`src/rtl/bmpd_pkg.sv`:
```
// ----------------------------------------------------------------------------
// bmpd_pkg
// Shared types and defaults for the BMP pixel stream decoder.
// ----------------------------------------------------------------------------
package bmpd_pkg;

  localparam int DEF_MAX_WIDTH  = 4096;
  localparam int DEF_MAX_HEIGHT = 4096;

  typedef enum logic [2:0] {
    ST_OK          = 3'd0,
    ST_BAD_SIG     = 3'd1,
    ST_UNSUPPORTED = 3'd2,
    ST_BAD_SIZE    = 3'd3,
    ST_TOO_LARGE   = 3'd4,
    ST_BAD_OFFSET  = 3'd5,
    ST_TRUNCATED   = 3'd6
  } status_t;

  typedef enum logic [2:0] {
    PH_IDLE   = 3'd0,
    PH_HEADER = 3'd1,
    PH_SKIP   = 3'd2,
    PH_PIXELS = 3'd3,
    PH_PAD    = 3'd4,
    PH_DONE   = 3'd5,
    PH_ERROR  = 3'd6
  } phase_t;

  typedef struct packed {
    logic [7:0] data_byte;
    logic       start_of_file;
    logic       end_of_file;
  } in_item_t;

  typedef struct packed {
    logic        pixel_valid;
    logic [7:0]  red;
    logic [7:0]  green;
    logic [7:0]  blue;
    logic [11:0] column;
    logic [11:0] row;
    logic        image_done;
    status_t     status;
  } result_t;

endpackage

```
`src/rtl/bmp_pixel_stream_decoder.sv`:
```
// ----------------------------------------------------------------------------
// bmp_pixel_stream_decoder
// Streaming decoder for uncompressed 24/32-bit BMP files, one byte per item.
// ----------------------------------------------------------------------------
//  channel | handshake            | payload
//  --------+----------------------+---------------------------------------------
//  in      | in_valid / in_ready  | data_byte, start_of_file, end_of_file
//  out     | out_valid / out_ready| pixel_valid, red, green, blue, column, row,
//          |                      | image_done, status
//
//  One byte per cycle while the out port takes results. A byte is held in the
//  input register after acceptance, parsed from it, and its result, if any, is
//  held in the result register; each byte's parser state update is combinational.
//  Synchronous reset puts the parser in idle; bytes are ignored until one
//  carries start_of_file.
//  A stalled out port holds its result; the input register takes one more
//  byte meanwhile, then in_ready drops until the result leaves.
// ----------------------------------------------------------------------------
module bmp_pixel_stream_decoder #(
  parameter int MAX_WIDTH  = bmpd_pkg::DEF_MAX_WIDTH,
  parameter int MAX_HEIGHT = bmpd_pkg::DEF_MAX_HEIGHT
) (
  input  logic        clk,
  input  logic        rst,
  input  logic        in_valid,
  output logic        in_ready,
  input  logic [7:0]  data_byte,
  input  logic        start_of_file,
  input  logic        end_of_file,
  output logic        out_valid,
  input  logic        out_ready,
  output logic        pixel_valid,
  output logic [7:0]  red,
  output logic [7:0]  green,
  output logic [7:0]  blue,
  output logic [11:0] column,
  output logic [11:0] row,
  output logic        image_done,
  output logic [2:0]  status
);
  import bmpd_pkg::*;

  in_item_t in_item;
  in_item_t item;
  result_t  res;
  result_t  result;
  logic     full;
  logic     take;
  logic     res_valid;

  assign in_item.data_byte     = data_byte;
  assign in_item.start_of_file = start_of_file;
  assign in_item.end_of_file   = end_of_file;

  // Advance the held byte whenever the result register can take its result.
  assign take = full && (!out_valid || out_ready);

  bmpd_in_reg u_in_reg (
    .clk      (clk),
    .rst      (rst),
    .in_valid (in_valid),
    .in_ready (in_ready),
    .in_item  (in_item),
    .take     (take),
    .full     (full),
    .item     (item)
  );

  bmpd_core #(
    .MAX_WIDTH  (MAX_WIDTH),
    .MAX_HEIGHT (MAX_HEIGHT)
  ) u_core (
    .clk       (clk),
    .rst       (rst),
    .step      (take),
    .item      (item),
    .res_valid (res_valid),
    .res       (res)
  );

  bmpd_out_reg u_out_reg (
    .clk       (clk),
    .rst       (rst),
    .load      (take && res_valid),
    .res       (res),
    .out_valid (out_valid),
    .out_ready (out_ready),
    .result    (result)
  );

  assign pixel_valid = result.pixel_valid;
  assign red         = result.red;
  assign green       = result.green;
  assign blue        = result.blue;
  assign column      = result.column;
  assign row         = result.row;
  assign image_done  = result.image_done;
  assign status      = result.status;

endmodule

```
`src/rtl/bmpd_in_reg.sv`:
```
// ----------------------------------------------------------------------------
// bmpd_in_reg
// Input register: holds one byte item until the parser consumes it.
// ----------------------------------------------------------------------------
module bmpd_in_reg (
  input  logic               clk,
  input  logic               rst,
  input  logic               in_valid,
  output logic               in_ready,
  input  bmpd_pkg::in_item_t in_item,
  input  logic               take,
  output logic               full,
  output bmpd_pkg::in_item_t item
);
  import bmpd_pkg::*;

  assign in_ready = !full || take;

  always_ff @(posedge clk) begin
    if (rst) begin
      full <= 1'b0;
    end else if (in_valid && in_ready) begin
      full <= 1'b1;
    end else if (take) begin
      full <= 1'b0;
    end
  end

  always_ff @(posedge clk) begin
    if (in_valid && in_ready) begin
      item <= in_item;
    end
  end

endmodule

```
`src/rtl/bmpd_core.sv`:
```
// ----------------------------------------------------------------------------
// bmpd_core
// Parser state and per-byte logic: header capture and checks, offset skip,
// pixel assembly, row padding and row flip.
// ----------------------------------------------------------------------------
module bmpd_core #(
  parameter int MAX_WIDTH  = bmpd_pkg::DEF_MAX_WIDTH,
  parameter int MAX_HEIGHT = bmpd_pkg::DEF_MAX_HEIGHT
) (
  input  logic               clk,
  input  logic               rst,
  input  logic               step,
  input  bmpd_pkg::in_item_t item,
  output logic               res_valid,
  output bmpd_pkg::result_t  res
);
  import bmpd_pkg::*;

  localparam int COL_W = $clog2(MAX_WIDTH + 1);
  localparam int ROW_W = $clog2(MAX_HEIGHT + 1);

  localparam logic [15:0] BMP_MAGIC   = 16'h4D42;
  localparam logic [31:0] HDR_BYTES   = 32'd54;
  localparam logic [5:0]  POS_SIG_END = 6'd13;
  localparam logic [5:0]  POS_HDR_END = 6'd53;
  localparam logic [15:0] BPP_24      = 16'd24;
  localparam logic [15:0] BPP_32      = 16'd32;

  phase_t             phase, phase_next;
  logic [31:0]        byte_position, byte_position_next;
  logic [15:0]        signature_word, signature_word_next;
  logic [31:0]        data_offset, data_offset_next;
  logic [31:0]        image_width, image_width_next;
  logic [31:0]        image_height, image_height_next;
  logic [15:0]        bits_per_pixel, bits_per_pixel_next;
  logic [31:0]        compression_code, compression_code_next;
  logic [ROW_W-1:0]   height_mag, height_mag_next;
  logic [COL_W-1:0]   column_count, column_count_next;
  logic [ROW_W-1:0]   row_count, row_count_next;
  logic [1:0]         byte_in_pixel, byte_in_pixel_next;
  logic [1:0]         row_byte_phase, row_byte_phase_next;
  logic [7:0]         held_blue, held_blue_next;
  logic [7:0]         held_green, held_green_next;

  always_ff @(posedge clk) begin
    if (rst) begin
      phase          <= PH_IDLE;
      byte_position  <= '0;
      column_count   <= '0;
      row_count      <= '0;
      byte_in_pixel  <= '0;
      row_byte_phase <= '0;
    end else begin
      phase          <= phase_next;
      byte_position  <= byte_position_next;
      column_count   <= column_count_next;
      row_count      <= row_count_next;
      byte_in_pixel  <= byte_in_pixel_next;
      row_byte_phase <= row_byte_phase_next;
    end
  end

  // Header fields are cleared on every start of file before use.
  always_ff @(posedge clk) begin
    signature_word   <= signature_word_next;
    data_offset      <= data_offset_next;
    image_width      <= image_width_next;
    image_height     <= image_height_next;
    bits_per_pixel   <= bits_per_pixel_next;
    compression_code <= compression_code_next;
    height_mag       <= height_mag_next;
    held_blue        <= held_blue_next;
    held_green       <= held_green_next;
  end

  always_comb begin
    phase_t            ph;
    logic [7:0]        b;
    logic [5:0]        p;
    logic              ignored;
    logic              pix;
    logic              last;
    status_t           err;
    logic [31:0]       hm32;
    logic [1:0]        lastbyte;
    logic [COL_W-1:0]  col_inc;
    logic [COL_W-1:0]  width_n;
    logic [ROW_W-1:0]  row_inc;
    logic [ROW_W-1:0]  row_idx;
    logic              end_row;
    logic [31:0]       col_wide;
    logic [31:0]       row_wide;

    phase_next            = phase;
    byte_position_next    = byte_position;
    signature_word_next   = signature_word;
    data_offset_next      = data_offset;
    image_width_next      = image_width;
    image_height_next     = image_height;
    bits_per_pixel_next   = bits_per_pixel;
    compression_code_next = compression_code;
    height_mag_next       = height_mag;
    column_count_next     = column_count;
    row_count_next        = row_count;
    byte_in_pixel_next    = byte_in_pixel;
    row_byte_phase_next   = row_byte_phase;
    held_blue_next        = held_blue;
    held_green_next       = held_green;

    b        = item.data_byte;
    ph       = phase;
    p        = '0;
    ignored  = 1'b0;
    pix      = 1'b0;
    last     = 1'b0;
    err      = ST_OK;
    hm32     = '0;
    lastbyte = (bits_per_pixel == BPP_32) ? 2'd3 : 2'd2;
    col_inc  = column_count + COL_W'(1);
    width_n  = image_width[COL_W-1:0];
    row_inc  = row_count + ROW_W'(1);
    row_idx  = row_count;
    end_row  = 1'b0;
    col_wide = '0;
    row_wide = '0;
    res_valid = 1'b0;
    res       = '0;

    if (step) begin
      // Start of file restarts the parse from header byte 0.
      if (item.start_of_file) begin
        ph                    = PH_HEADER;
        byte_position_next    = '0;
        signature_word_next   = '0;
        data_offset_next      = '0;
        image_width_next      = '0;
        image_height_next     = '0;
        bits_per_pixel_next   = '0;
        compression_code_next = '0;
        column_count_next     = '0;
        row_count_next        = '0;
        byte_in_pixel_next    = '0;
        row_byte_phase_next   = '0;
        held_blue_next        = '0;
        held_green_next       = '0;
        col_inc               = COL_W'(1);
        row_inc               = ROW_W'(1);
      end
      phase_next = ph;

      unique case (ph)
        PH_HEADER: begin
          p = byte_position_next[5:0];
          if (p < 6'd2) begin
            signature_word_next[8*p[0] +: 8] = b;
          end else if (p >= 6'd10 && p <= 6'd13) begin
            data_offset_next[8*(2'(p - 6'd10)) +: 8] = b;
          end else if (p >= 6'd18 && p <= 6'd21) begin
            image_width_next[8*(2'(p - 6'd18)) +: 8] = b;
          end else if (p >= 6'd22 && p <= 6'd25) begin
            image_height_next[8*(2'(p - 6'd22)) +: 8] = b;
          end else if (p >= 6'd28 && p <= 6'd29) begin
            bits_per_pixel_next[8*p[0] +: 8] = b;
          end else if (p >= 6'd30 && p <= 6'd33) begin
            compression_code_next[8*(2'(p - 6'd30)) +: 8] = b;
          end

          hm32 = image_height_next[31] ? (~image_height_next + 32'd1) : image_height_next;
          if (p == POS_SIG_END && signature_word_next != BMP_MAGIC) begin
            err = ST_BAD_SIG;
          end else if (p == POS_HDR_END) begin
            priority if (compression_code_next != '0 ||
                         (bits_per_pixel_next != BPP_24 && bits_per_pixel_next != BPP_32)) begin
              err = ST_UNSUPPORTED;
            end else if (image_width_next == '0 || image_width_next[31] ||
                         image_height_next == '0) begin
              err = ST_BAD_SIZE;
            end else if (image_width_next > 32'(MAX_WIDTH) || hm32 > 32'(MAX_HEIGHT)) begin
              err = ST_TOO_LARGE;
            end else if (data_offset_next < HDR_BYTES) begin
              err = ST_BAD_OFFSET;
            end else begin
              height_mag_next = hm32[ROW_W-1:0];
              phase_next = (data_offset_next == HDR_BYTES) ? PH_PIXELS : PH_SKIP;
            end
          end
        end

        PH_SKIP: begin
          if (byte_position + 32'd1 == data_offset) begin
            phase_next = PH_PIXELS;
          end
        end

        PH_PIXELS: begin
          unique case (byte_in_pixel)
            2'd0: held_blue_next = b;
            2'd1: held_green_next = b;
            2'd2: begin
              pix  = 1'b1;
              last = (col_inc == width_n) && (row_inc == height_mag);
              // Bottom-up file: flip the stored row index.
              row_idx = image_height[31] ? row_count
                                         : (height_mag - ROW_W'(1) - row_count);
            end
            default: ; // alpha byte: drop
          endcase
          row_byte_phase_next = row_byte_phase + 2'd1;
          if (byte_in_pixel == lastbyte) begin
            byte_in_pixel_next = '0;
            column_count_next  = col_inc;
            if (col_inc == width_n) begin
              if (row_byte_phase_next == 2'd0) begin
                end_row = 1'b1;
              end else begin
                phase_next = PH_PAD;
              end
            end
          end else begin
            byte_in_pixel_next = byte_in_pixel + 2'd1;
          end
        end

        PH_PAD: begin
          row_byte_phase_next = row_byte_phase + 2'd1;
          if (row_byte_phase_next == 2'd0) begin
            end_row = 1'b1;
          end
        end

        PH_IDLE, PH_DONE, PH_ERROR: ignored = 1'b1;

        default: ignored = 1'b1;
      endcase

      if (end_row) begin
        column_count_next   = '0;
        row_byte_phase_next = '0;
        row_count_next      = row_inc;
        phase_next          = (row_inc == height_mag) ? PH_DONE : PH_PIXELS;
      end

      if (!ignored) begin
        byte_position_next = byte_position_next + 32'd1;
        if (err != ST_OK) begin
          phase_next = PH_ERROR;
        end else if (item.end_of_file && phase_next != PH_DONE) begin
          err        = ST_TRUNCATED;
          phase_next = PH_ERROR;
        end

        res_valid = pix || (err != ST_OK);
        if (pix) begin
          col_wide        = 32'(column_count);
          row_wide        = 32'(row_idx);
          res.pixel_valid = 1'b1;
          res.red         = b;
          res.green       = held_green;
          res.blue        = held_blue;
          res.column      = col_wide[11:0];
          res.row         = row_wide[11:0];
          res.image_done  = last;
        end
        res.status = err;
      end
    end
  end

  a_pad_phase_nonzero: assert property (@(posedge clk) disable iff (rst)
    (phase == PH_PAD) |-> (row_byte_phase != 2'd0))
    else $error("pad phase entered on a 4-byte row boundary");

  a_column_in_range: assert property (@(posedge clk) disable iff (rst)
    (phase == PH_PIXELS) |-> (column_count < image_width[COL_W-1:0]))
    else $error("column count reached image width while in pixel phase");

  a_row_in_range: assert property (@(posedge clk) disable iff (rst)
    (phase == PH_PIXELS || phase == PH_PAD) |-> (row_count < height_mag))
    else $error("row count beyond image height while decoding rows");

  a_error_parks: assert property (@(posedge clk) disable iff (rst)
    (step && res_valid && res.status != ST_OK) |=> (phase == PH_ERROR))
    else $error("error reported but parser did not park in error phase");

endmodule

```
`src/rtl/bmpd_out_reg.sv`:
```
// ----------------------------------------------------------------------------
// bmpd_out_reg
// Result register: holds one result item until the consumer takes it.
// ----------------------------------------------------------------------------
module bmpd_out_reg (
  input  logic              clk,
  input  logic              rst,
  input  logic              load,
  input  bmpd_pkg::result_t res,
  output logic              out_valid,
  input  logic              out_ready,
  output bmpd_pkg::result_t result
);
  import bmpd_pkg::*;

  always_ff @(posedge clk) begin
    if (rst) begin
      out_valid <= 1'b0;
    end else if (load) begin
      out_valid <= 1'b1;
    end else if (out_ready) begin
      out_valid <= 1'b0;
    end
  end

  always_ff @(posedge clk) begin
    if (load) begin
      result <= res;
    end
  end

endmodule

```
`config.mk`:
```
export PLATFORM = sky130hd
export DESIGN_NAME = bmp_pixel_stream_decoder
export DESIGN_NICKNAME = d
export VERILOG_FILES = /design/src/rtl/bmpd_pkg.sv /design/src/rtl/bmp_pixel_stream_decoder.sv /design/src/rtl/bmpd_in_reg.sv /design/src/rtl/bmpd_core.sv /design/src/rtl/bmpd_out_reg.sv
export SDC_FILE = /design/constraint.sdc
export NUM_CORES = 1
export LEC_CHECK = 0
export ABC_AREA = 1
export BUFFER_PORTS_ARGS = -buffer_cell sky130_fd_sc_hd__buf_2
export CORE_UTILIZATION = 65
export DETAILED_ROUTE_END_ITERATION = 12
export PLACE_DENSITY = 0.82
export SLEW_MARGIN = 5
export SYNTH_ARGS = -nofsm -noshare
export SYNTH_HDL_FRONTEND = slang
export SYNTH_SLANG_ARGS = --single-unit
```
`constraint.sdc`:
```
create_clock -name clk -period 11.1 [get_ports clk]
set_input_delay 1.11 -clock clk [delete_from_list [all_inputs] [get_ports clk]]
set_output_delay 1.11 -clock clk [all_outputs]
set_load 0.01 [all_outputs]
```
==> flow_summary.toml <==
[outcome]
outcome = "complete, no violations"

[route]
post-route-drc-count = 0
dr_total_vias = 21590
drt_iter0_markers = 3047
ant_nets = 0
wire_per_inst_um = 18.74
drt-total-wl_um = 66560
drt_first_pass_iters = 9
viasPerCell = 6.080

[sta]
max_freq_ghz = 0.1214
worstMarginPinSlew_ns = 1.259
finClkSkew_ns = 0.02189
setup_violations = 0
maxSlewViolCount = 0
setup_tns_ns = 0
period_needed_ns = 8.237
grt_setup_unrepaired = "no"
slew-limit-headroom_pct = 15.32
hold_viol = 0
period_share_pct = 74.21

[worst_setup_path]
cp_max_fo = 53
crit_type = "flip-flop to flip-flop"
required_ns = 11.27
cp.buffers_inverters = 6
cpMostUsedCell = "nand2_1"
cp_slowest_cell = "inv_2"
worst_path_largest_cell_delay_ns = 0.90
critical_path.top_delay_family = "simple AND/OR/NAND/NOR gates"
endpoint_kind = "flip-flop"
arrival_ns = 8.41
cp-start-kind = "flip-flop"

[min_path]
hp-class = "flip-flop to flip-flop"

[global_route]
first_global_vias = 19316
grt_pass1_wl_um = 103500
grt_max_degree = 121
track_usage_pct = 38.84
grtUsageMet3_pct = 8.648
gr-total-overflow = 0
use_met2_pct = 58.58
busiest_layer = "met2"
grt_use_met1_pct = 53.85
antenna_found_initial = 0

[power_and_ir_drop]
power_density_nw_per_um2 = 126.8
worst_ir_drop_vdd_mv = 0.1310
total_power_w = 0.002972
p_leak_nw = 9.702

[clocking]
cts_max_path_buffers = 3
cts_resized = 0
root_buffer = "clkbuf_16"
cts_tree = "yes"
ctsHoldBuffers = 0
clk_pin_slew_worst_paths_ns = 0.06
cts_num_sinks = 319
htree_levels = 2
cts_setup_buffers = 0
cts_made_buffers = 36
clk_latency_ns = 0.56

[layout]
layout.cells.non_filler = 3551
fin_nets = 3122
num-fill-cells = 2733
antenna_cells = 0
area_growth_pct = 6.904
drive_gt1_share_pct = 6.401

[logic_synthesis]
synth_mux_area_share_pct = 0
synth_fa_ha_area_share_pct = 1.518
synthCells = 3106
yosysTopAreaCell = "edfxtp_1"
ys_seq_area_share_pct = 40.63
synth_xor_area_share_pct = 3.515
netlist_area_um2 = 21930
synth_top_cells_by_area = "edfxtp_1 35%, nand2_1 15%, o21ai_0 6.6%"
postSynth.asyncResetShare_pct = 0
synth-edff-count = 252
yosysWarnings = 0
ys.flop_type = "edfxtp_1"
synth-compound-area-share_pct = 13.77
synth_simple_gate_area_share_pct = 31.11
synth_top_family_by_area = "simple AND/OR/NAND/NOR gates"
synth_nets = 3146
yosysUniqueCellTypes = 59
netlist.area_leader.share_pct = 34.51
syn_area_per_cell_um2 = 7.060
synth_most_common_cell = "nand2_1"
ys_seq_elements = 319
synthTopCellsByCount = "873 x nand2_1, 357 x nor2_1, 353 x inv_1"

[floorplanning]
pin_count = 69
core-area_um2 = 32870
rows = 66
design.die.area_um2 = 34480
fp.dieH_um = 185.7
initial_core_util_pct = 66.72
die_w_um = 185.7

[place]
gp_congestion = 1.007
numPortBuffers = 68
dp_cells = 3486
dp_hpwl_um = 46780

[job]
max_cap_viol_count = 0
==> layout make-up <==
cell class	instances	area (um2)	share of cell area, %
multi-input combinational	2275	10950	46.71
clock inverter	11	118.9	0.5070
inverter	369	1401	5.978
tap	442	553.0	2.359
sequential	319	8909	38.00
clock buffer	54	1072	4.574
timing repair buffer	81	437.9	1.868
==> logic make-up (layout without fill, tap and decap cells) <==
group	count (synthesis)	in the layout
adder cells (fa/ha/maj)	26	26
flip-flops	319	319
buffers and inverters	512	515
XOR/XNOR	88	88
AO/OA/AOI/OAI	539	539
AND/OR/NAND/NOR	1622	1622
==> worst register-to-register path, delay by kind of cell, from the launching register on <==
family                   cells  cell delay (ns)
flip-flops                   1             0.45
AO/OA/AOI/OAI                1             0.19
AND/OR/NAND/NOR             27             4.37
buffers and inverters        6             1.75
adder cells (fa/ha/maj)      2             1.05
==> placed cells by master (no fill, tap or decap), types with 4 or more instances in the layout <==
cell type,synthesis,final
buf_4,10,13
inv_2,10,10
edfxtp_1,252,252
nor2_4,4,4
inv_1,353,351
clkbuf_8,0,4
nor3b_1,4,4
xnor2_1,21,21
o21ai_1,11,11
o21a_1,11,11
nand2_2,14,14
buf_2,34,68
o21ai_0,289,289
clkbuf_1,81,11
nor2_2,10,10
nand3_1,186,186
a21oi_1,104,104
nand4_1,56,56
clkbuf_16,0,39
clkinv_1,4,4
o211ai_1,11,11
o21bai_1,4,4
o31ai_1,26,26
dfxtp_1,67,67
nor3_1,73,72
ha_1,25,25
nand3b_1,5,5
a211oi_1,8,8
a21oi_2,5,5
or2_2,4,4
nor2_1,357,357
clkinv_2,0,7
o22ai_1,22,22
a31oi_1,22,22
nor4_1,21,21
nand2_1,873,873
xor2_1,67,67
==> worst paths after layout <==
kind,start,to,slack [ns],cells past startpoint
setup reg to reg,u_in_reg.item[1],u_out_reg.result[4],2.86,36
hold reg to reg,u_core.row_count[4],u_core.row_count[4],0.47,2
hold / removal,u_core.row_count[4],u_core.row_count[4],0.47,2
setup / recovery,u_in_reg.item[1],u_out_reg.result[4],2.86,36
==> sequential cells by signal, summed over array words and instances, names as in the netlist, 16 cells and up <==
name                     count
u_core.data_offset          32
u_core.bits_per_pixel       16
u_core.signature_word       16
u_core.byte_position        32
u_core.image_width          32
u_core.compression_code     32
u_out_reg.result            53
u_core.image_height         32
==> where the power goes <==
group          leakage (nW)  switching, W  total [W]  internal (W)
sequential             2.99     0.0000313    0.00138       0.00135
combinational          6.13      0.000274   0.000373     0.0000992
clock                 0.587      0.000501    0.00122      0.000717
total                  9.70      0.000806    0.00297       0.00217
==> metal layers <==
| layer | wire [um] | vias to the layer above | share of wire [%] |
|---|---|---|---|
| met5 | 0 | - | 0 |
| met4 | 3034 | 0 | 4.6 |
| met3 | 7957 | 218 | 12 |
| met2 | 28340 | 1357 | 43 |
| met1 | 27220 | 9756 | 41 |
| li1 | - | 10259 | - |
==> stage by stage <==
step           hold slack [ns]  setup slack (ns)  utilization (%)  area [um2]
3_5_place_dp            0.4597             3.143            67.70       22250
6_report                0.4681             2.863            71.33       23440
4_1_cts                 0.4677             3.115            71.33       23440
2_1_floorplan           0.4409             3.928                -       21930
3_3_place_gp            0.4499             3.402            67.70       22250
5_1_grt                 0.4833             2.250            71.33       23440
No activity file was read; power rests on OpenSTA's default activity.
